==> config.mk <==
export PLATFORM = sky130hd
export DESIGN_NAME = fia_cfg_regs
export DESIGN_NICKNAME = d
export VERILOG_FILES = /design/src/rtl/fia_pkg.sv /design/src/rtl/fia_cfg_regs.sv
export SDC_FILE = /design/constraint.sdc
export NUM_CORES = 1
export LEC_CHECK = 0
export BUFFER_PORTS_ARGS = -buffer_cell sky130_fd_sc_hd__buf_2
export CORE_MARGIN = 2
export CORE_UTILIZATION = 30
export DETAILED_ROUTE_END_ITERATION = 6
export SKIP_LAST_GASP = 1
export SLEW_MARGIN = 20
export SYNTH_ARGS = -nofsm -noshare
export SYNTH_HDL_FRONTEND = slang
export SYNTH_SLANG_ARGS = --single-unit
==> constraint.sdc <==
create_clock -name clk -period 3.2 [get_ports clk]
set_clock_uncertainty 0.05 [all_clocks]
set_input_delay 0.16 -clock clk [delete_from_list [all_inputs] [get_ports clk]]
set_output_delay 0.16 -clock clk [all_outputs]
set_load 0.01 [all_outputs]
==> src/rtl/fia_pkg.sv <==
// Package for the ID allocator: register map, reset values, status codes, config type.
`timescale 1ns / 1ps
`default_nettype none

package fia_pkg;

	// Free queue depth default
	localparam int FIA_FREE_DEPTH = 4096;

	// Configuration port geometry
	localparam int FIA_ADDR_W = 5;
	localparam int FIA_IDX_W  = 3;

	// Register indexes
	localparam logic [FIA_IDX_W-1:0] REG_FIRST_ID      = 3'd0;
	localparam logic [FIA_IDX_W-1:0] REG_ID_STEP       = 3'd1;
	localparam logic [FIA_IDX_W-1:0] REG_LIMIT_SPAN    = 3'd2;
	localparam logic [FIA_IDX_W-1:0] REG_INITIAL_BATCH = 3'd3;
	localparam logic [FIA_IDX_W-1:0] REG_BATCH_SIZE    = 3'd4;

	// Register reset values
	localparam logic [31:0] RST_FIRST_ID      = 32'd0;
	localparam logic [15:0] RST_ID_STEP       = 16'd2;
	localparam logic [31:0] RST_LIMIT_SPAN    = 32'hFFFF_FFFF;
	localparam logic [23:0] RST_INITIAL_BATCH = 24'd25000;
	localparam logic [15:0] RST_BATCH_SIZE    = 16'd1000;

	// Result status codes
	localparam logic [1:0] ST_GRANTED   = 2'd0;
	localparam logic [1:0] ST_EXHAUSTED = 2'd1;
	localparam logic [1:0] ST_RELEASED  = 2'd2;
	localparam logic [1:0] ST_DROPPED   = 2'd3;

	// Configuration registers as seen by the datapath
	typedef struct packed {
		logic [31:0] first_id;
		logic [15:0] id_step;
		logic [31:0] limit_span;
		logic [23:0] initial_batch;
		logic [15:0] batch_size;
	} cfg_t;

endpackage

`default_nettype wire

==> src/rtl/fia_cfg_regs.sv <==
// APB-style configuration register bank of the ID allocator.
`timescale 1ns / 1ps
`default_nettype none

module fia_cfg_regs import fia_pkg::*; (
	input  wire logic                  clk,
	input  wire logic                  arst_n,
	input  wire logic                  psel,
	input  wire logic                  penable,
	input  wire logic                  pwrite,
	input  wire logic [FIA_ADDR_W-1:0] paddr,
	input  wire logic [31:0]           pwdata,
	output logic      [31:0]           prdata,
	output logic                       pready,
	output cfg_t                       cfg
);

	cfg_t                 cfg_q;
	logic [FIA_IDX_W-1:0] reg_idx;
	logic                 wr_en;

	assign pready  = 1'b1;
	assign reg_idx = paddr[FIA_ADDR_W-1:2];
	assign wr_en   = psel & penable & pwrite & pready;
	assign cfg     = cfg_q;

	// Write registers on the access cycle; unknown indexes are dropped
	always_ff @(posedge clk or negedge arst_n) begin
		if (!arst_n) begin
			cfg_q.first_id      <= RST_FIRST_ID;
			cfg_q.id_step       <= RST_ID_STEP;
			cfg_q.limit_span    <= RST_LIMIT_SPAN;
			cfg_q.initial_batch <= RST_INITIAL_BATCH;
			cfg_q.batch_size    <= RST_BATCH_SIZE;
		end else if (wr_en) begin
			unique case (reg_idx)
				REG_FIRST_ID:      cfg_q.first_id      <= pwdata;
				REG_ID_STEP:       cfg_q.id_step       <= pwdata[15:0];
				REG_LIMIT_SPAN:    cfg_q.limit_span    <= pwdata;
				REG_INITIAL_BATCH: cfg_q.initial_batch <= pwdata[23:0];
				REG_BATCH_SIZE:    cfg_q.batch_size    <= pwdata[15:0];
				default: ;
			endcase
		end
	end

	// Read back the addressed register
	always_comb begin
		unique case (reg_idx)
			REG_FIRST_ID:      prdata = cfg_q.first_id;
			REG_ID_STEP:       prdata = {16'd0, cfg_q.id_step};
			REG_LIMIT_SPAN:    prdata = cfg_q.limit_span;
			REG_INITIAL_BATCH: prdata = {8'd0, cfg_q.initial_batch};
			REG_BATCH_SIZE:    prdata = {16'd0, cfg_q.batch_size};
			default:           prdata = 32'd0;
		endcase
	end

endmodule

`default_nettype wire

# == Word level (Yosys, flattened, before mapping) ==
# Cells that the tools add are included.
# totals
wordCells,18
input_bits,42
reg_bits,120
ram_bits,0
rom_bits,0
mem_count,0
latch_bits,0
# classes
n_mul,0
n_bitwise,2
n_lt_le_gt_ge,0
div_mod_pow,0
muxes,1
reduce_logical,6
n_eq_ne,4
n_addsub,0
shift,0
# op_table
cell,count
$pmux W32 S5,1
$reduce_and A2 Y1,5
$eq A3 B2 Y1 const B,2
$eq A3 B1 Y1 const B,1
$eq A3 B3 Y1 const B,1
$logic_not A3 Y1,1
$and A1 B1 Y1,2

# == Depth between registers and ports, before layout ==
# logic_depth
ltp_word,3
mapped_depth,6

# == Worst setup path before layout ==
# OpenSTA, ideal clock, no wires.
# synth_timing
kind,input -> register
startpoint,in paddr[3]
endpoint,"reg cfg_q, in the netlist cfg[77]"
path_buffers,2
setup_ns,0.125
path_slack_ns,1.699
cell_stages,4
arrival_ns,1.326
required_time_ns,3.025
path_cell_list,buf_4 > nor4_4 > buf_4 > mux2_2
# synth_between
elab_chain_cells,2
# synth_rtl
element,line,source
"start, declared",fia_cfg_regs.sv:11,"input wire logic [FIA_ADDR_W-1:0] paddr,"
$eq A3 B1 Y1,fia_cfg_regs.sv:36,unique case (reg_idx)
$reduce_and A2 Y1 (no line),n/a,
"end, declared",fia_cfg_regs.sv:18,cfg_t cfg_q;
# No other way between the ends.
# A chain may end at the register's enable or synchronous reset.

# == Worst setup path in the final report ==
# layout_timing
startpoint,in paddr[3]
endpoint,out prdata[15]
# layout_between
elab_chain_cells,2
# layout_rtl
element,line,source
$eq A3 B3 Y1 (tied with other cells),fia_cfg_regs.sv:49,unique case (reg_idx)
$pmux W32 S5 *,fia_cfg_regs.sv:49,
"end, declared",fia_cfg_regs.sv:13,"output logic [31:0] prdata,"
# Mark *: on every way between the ends. The rest lies on a longest branch, timed or not.

==> impl_metrics.env <==
export IMPL_coreArea_um2=18800
export IMPL_cts_setup_buffers=0
export IMPL_met3_wirelength_um=1020
export IMPL_cts_htree_levels=4
export IMPL_first_global_vias=4565
export IMPL_synth_cell_types=29
export IMPL_clk_pin_slew_worst_paths_ns=0.06
export IMPL_power_ir_vdd_worst_v=0.000348
export IMPL_critPathKind="input pin to output pin"
export IMPL_largest_register_ff_count=120
export IMPL_post_synth_top_area_fraction=0.326
export IMPL_routedLengthMet1_um=7740
export IMPL_final_layout_size_suffix_gt1_frac=0.682
export IMPL_area_growth_syn_to_layout_pct=37.1
export IMPL_grt_first_pass_wirelength_um=27300
export IMPL_dieArea_um2=20300
export IMPL_clk_root_buffer_cell="sky130_fd_sc_hd__clkbuf_16"
export IMPL_area_of_the_multi_input_gates_um2=2510
export IMPL_synthDominantAreaCellType="sky130_fd_sc_hd__dfrtp_1"
export IMPL_setup_worst_path_end="prdata[15]"
export IMPL_register_to_register_path_setup_slack_ns=2.34
export IMPL_final_core_utilization=0.420
export IMPL_final_common_cell="sky130_fd_sc_hd__buf_2"
export IMPL_synth_sequential_area_ratio=0.532
export IMPL_num_nets_final=658
export IMPL_timing_critical_path_from="paddr[3]"
export IMPL_min_delay_path_class="input pin to flip-flop"
export IMPL_ys_warn_count=0
export IMPL_final_cell_mix="190 x sky130_fd_sc_hd__buf_2, 81 x sky130_fd_sc_hd__mux2_2, 75 x sky130_fd_sc_hd__dfrtp_1, 60 x sky130_fd_sc_hd__mux2_4, 45 x sky130_fd_sc_hd__dfstp_2"
export IMPL_insertedDiodeCount=0
export IMPL_max_slew_margin_rel=0.352
export IMPL_cellPowerDensity_nw_per_um2=684
export IMPL_post_cts_resized=0
export IMPL_number_of_flip_flops_and_latches_in_the_synthesized_netlist=120
export IMPL_core_rowCount=50
export IMPL_insertion_delay_ns=0.41
export IMPL_avgSynthCellArea_um2=14.8
export IMPL_place_detailed_hpwl_um=11700
export IMPL_period_minus_slack_ns=2.21
export IMPL_worst_setup_ep_type="output pin"
export IMPL_global_route_usage_total=0.180
export IMPL_timing_rr_end="cfg[22]"
export IMPL_initial_core_util=0.306
export IMPL_gpl_wtd_cong=0.750
export IMPL_globalRoute_totalOverflow=0
export IMPL_remaining_drc_errors=0
export IMPL_timing_rr_start="cfg[22]"
export IMPL_finalSetupViolCount=0
export IMPL_fp_dieW_um=142
export IMPL_grt_setup_unrepaired="no"
export IMPL_worst_slack_ns=0.992
export IMPL_ant_nets=0
export IMPL_min_period_over_period=0.690
export IMPL_final_max_slew_viol_count=0
export IMPL_power_static_leakage_uw=0.00382
export IMPL_initial_antenna_violation_count=0
export IMPL_hold_viol_final=0
export IMPL_start_kind="input pin"
export IMPL_layout_area_seq_um2=3060
export IMPL_stdcell_area_um2=7890
export IMPL_clockBufferDepth=2
export IMPL_r2r_worst_path_cells=1
export IMPL_drt_initial_drc_count=223
export IMPL_worst_slew_pin_slew_ns=0.971
export IMPL_netlist_area_before_placement_um2=5750
export IMPL_clock_tree_from_tritoncts="done"
export IMPL_setup_tns_final_ns=0
export IMPL_status="finished, final reports clean"
export IMPL_first_pass_iters=4
export IMPL_wl_per_cell_um=21.0
export IMPL_post_synthesis_instance_total=389
export IMPL_drt_total_wl_um=18100
export IMPL_cts_inserted_buffers=17
export IMPL_maximum_net_fanout_on_the_critical_path=16
export IMPL_via_count=4370
export IMPL_dp_slack_ns=0.947
export IMPL_top_layer_used="met4"
export IMPL_nFillCells=1780
export IMPL_post_drt_via_cell_ratio=5.06
export IMPL_placed_area_um2=6960
export IMPL_synth_area_top_cells="sky130_fd_sc_hd__dfrtp_1 33%, sky130_fd_sc_hd__dfstp_2 21%, sky130_fd_sc_hd__mux2_2 16%, sky130_fd_sc_hd__mux2_4 16%, sky130_fd_sc_hd__a22oi_1 3.1%"
export IMPL_die_h_um=142
export IMPL_buffer_ports_inserted=191
export IMPL_cts_num_sinks=120
export IMPL_grt_start_max_net_pins=65
export IMPL_syn_num_nets=431
export IMPL_timing_max_cap_violations=0
export IMPL_peak_clock_frequency_supported_by_timing_mhz=453
export IMPL_design_portCount=195
export IMPL_crit_required_ns=2.99
export IMPL_crit_arrival_ns=2.00
export IMPL_route_met2_wl_um=8980
-- cells by family after synthesis --
group           share of synthesized area
simple gates                       0.0294
flops                               0.532
other cells                      0.000652
buf+inv                            0.0335
compound gates                     0.0696
mux                                 0.335
-- worst min path at each step --
stage	start	slack (ns)	endpoint	cells past startpoint
2_1_floorplan	arst_n	-0.19	cfg[0]	0
3_3_place_gp	arst_n	0.21	cfg[28]	1
3_5_place_dp	arst_n	0.22	cfg[27]	1
4_1_cts	pwdata[2]	0.0003	cfg[42]	2
5_1_grt	pwdata[2]	0.006	cfg[42]	2
6_report	pwdata[2]	0.03	cfg[18]	2
-- routing by layer --
metal,vias to the layer above,track usage
met4,0,0.0599
met2,179,0.303
met3,25,0.0468
li1,1892,-
met5,-,0
met1,2274,0.224
-- cells in the mapped netlist --
master / count
sky130_fd_sc_hd__a22oi_1: 24
sky130_fd_sc_hd__a32oi_1: 16
sky130_fd_sc_hd__and2b_1: 2
sky130_fd_sc_hd__and3_1: 2
sky130_fd_sc_hd__and4b_1: 1
sky130_fd_sc_hd__buf_1: 2
sky130_fd_sc_hd__buf_2: 10
sky130_fd_sc_hd__buf_4: 4
sky130_fd_sc_hd__buf_6: 5
sky130_fd_sc_hd__buf_8: 1
sky130_fd_sc_hd__clkbuf_1: 8
sky130_fd_sc_hd__conb_1: 1
sky130_fd_sc_hd__dfrtp_1: 75
sky130_fd_sc_hd__dfstp_2: 45
sky130_fd_sc_hd__inv_2: 1
sky130_fd_sc_hd__mux2_1: 3
sky130_fd_sc_hd__mux2_2: 81
sky130_fd_sc_hd__mux2_4: 60
sky130_fd_sc_hd__mux2i_1: 8
sky130_fd_sc_hd__nand2_1: 1
sky130_fd_sc_hd__nand3_1: 1
sky130_fd_sc_hd__nor2_1: 17
sky130_fd_sc_hd__nor2_2: 1
sky130_fd_sc_hd__nor2b_1: 1
sky130_fd_sc_hd__nor3b_4: 1
sky130_fd_sc_hd__nor4_4: 1
sky130_fd_sc_hd__o21ai_0: 15
sky130_fd_sc_hd__o21ai_1: 1
sky130_fd_sc_hd__or2_2: 1
-- layout make-up --
cell class / instances / share of cell area
inverter: 1 / 0.000476
tap: 234 / 0.0371
timing repair buffer: 238 / 0.180
clock buffer: 23 / 0.0581
clock inverter: 9 / 0.0187
multi-input combinational: 238 / 0.318
sequential: 120 / 0.388
-- stage by stage --
step	hold WS [ns]	cells	power, uW
floorplan	-0.186	389	2810
global placement	0.205	799	3350
detailed placement	0.220	799	3400
CTS	0.000283	863	5450
global route	0.00584	863	5650
finish	0.0324	863	5390
-- what timing repair did --
action | in CTS | in global routing
setup endpoints to repair | 0 | 0
hold endpoints to repair | 142 | 0
hold buffers | 32 | 0
-- power by group --
group          switching [uW]  internal, uW
Sequential                247          1900
Combinational             580           674
Clock                     673          1320
Total                    1500          3890
-- worst max-delay path: stages --
cell                      delay, ns
sky130_fd_sc_hd__buf_2         0.21
sky130_fd_sc_hd__buf_4         0.25
sky130_fd_sc_hd__nor2_2        0.77
sky130_fd_sc_hd__a32oi_1       0.24
sky130_fd_sc_hd__o21ai_0       0.18
sky130_fd_sc_hd__buf_2         0.19
(Power assumes the default switching activity.)
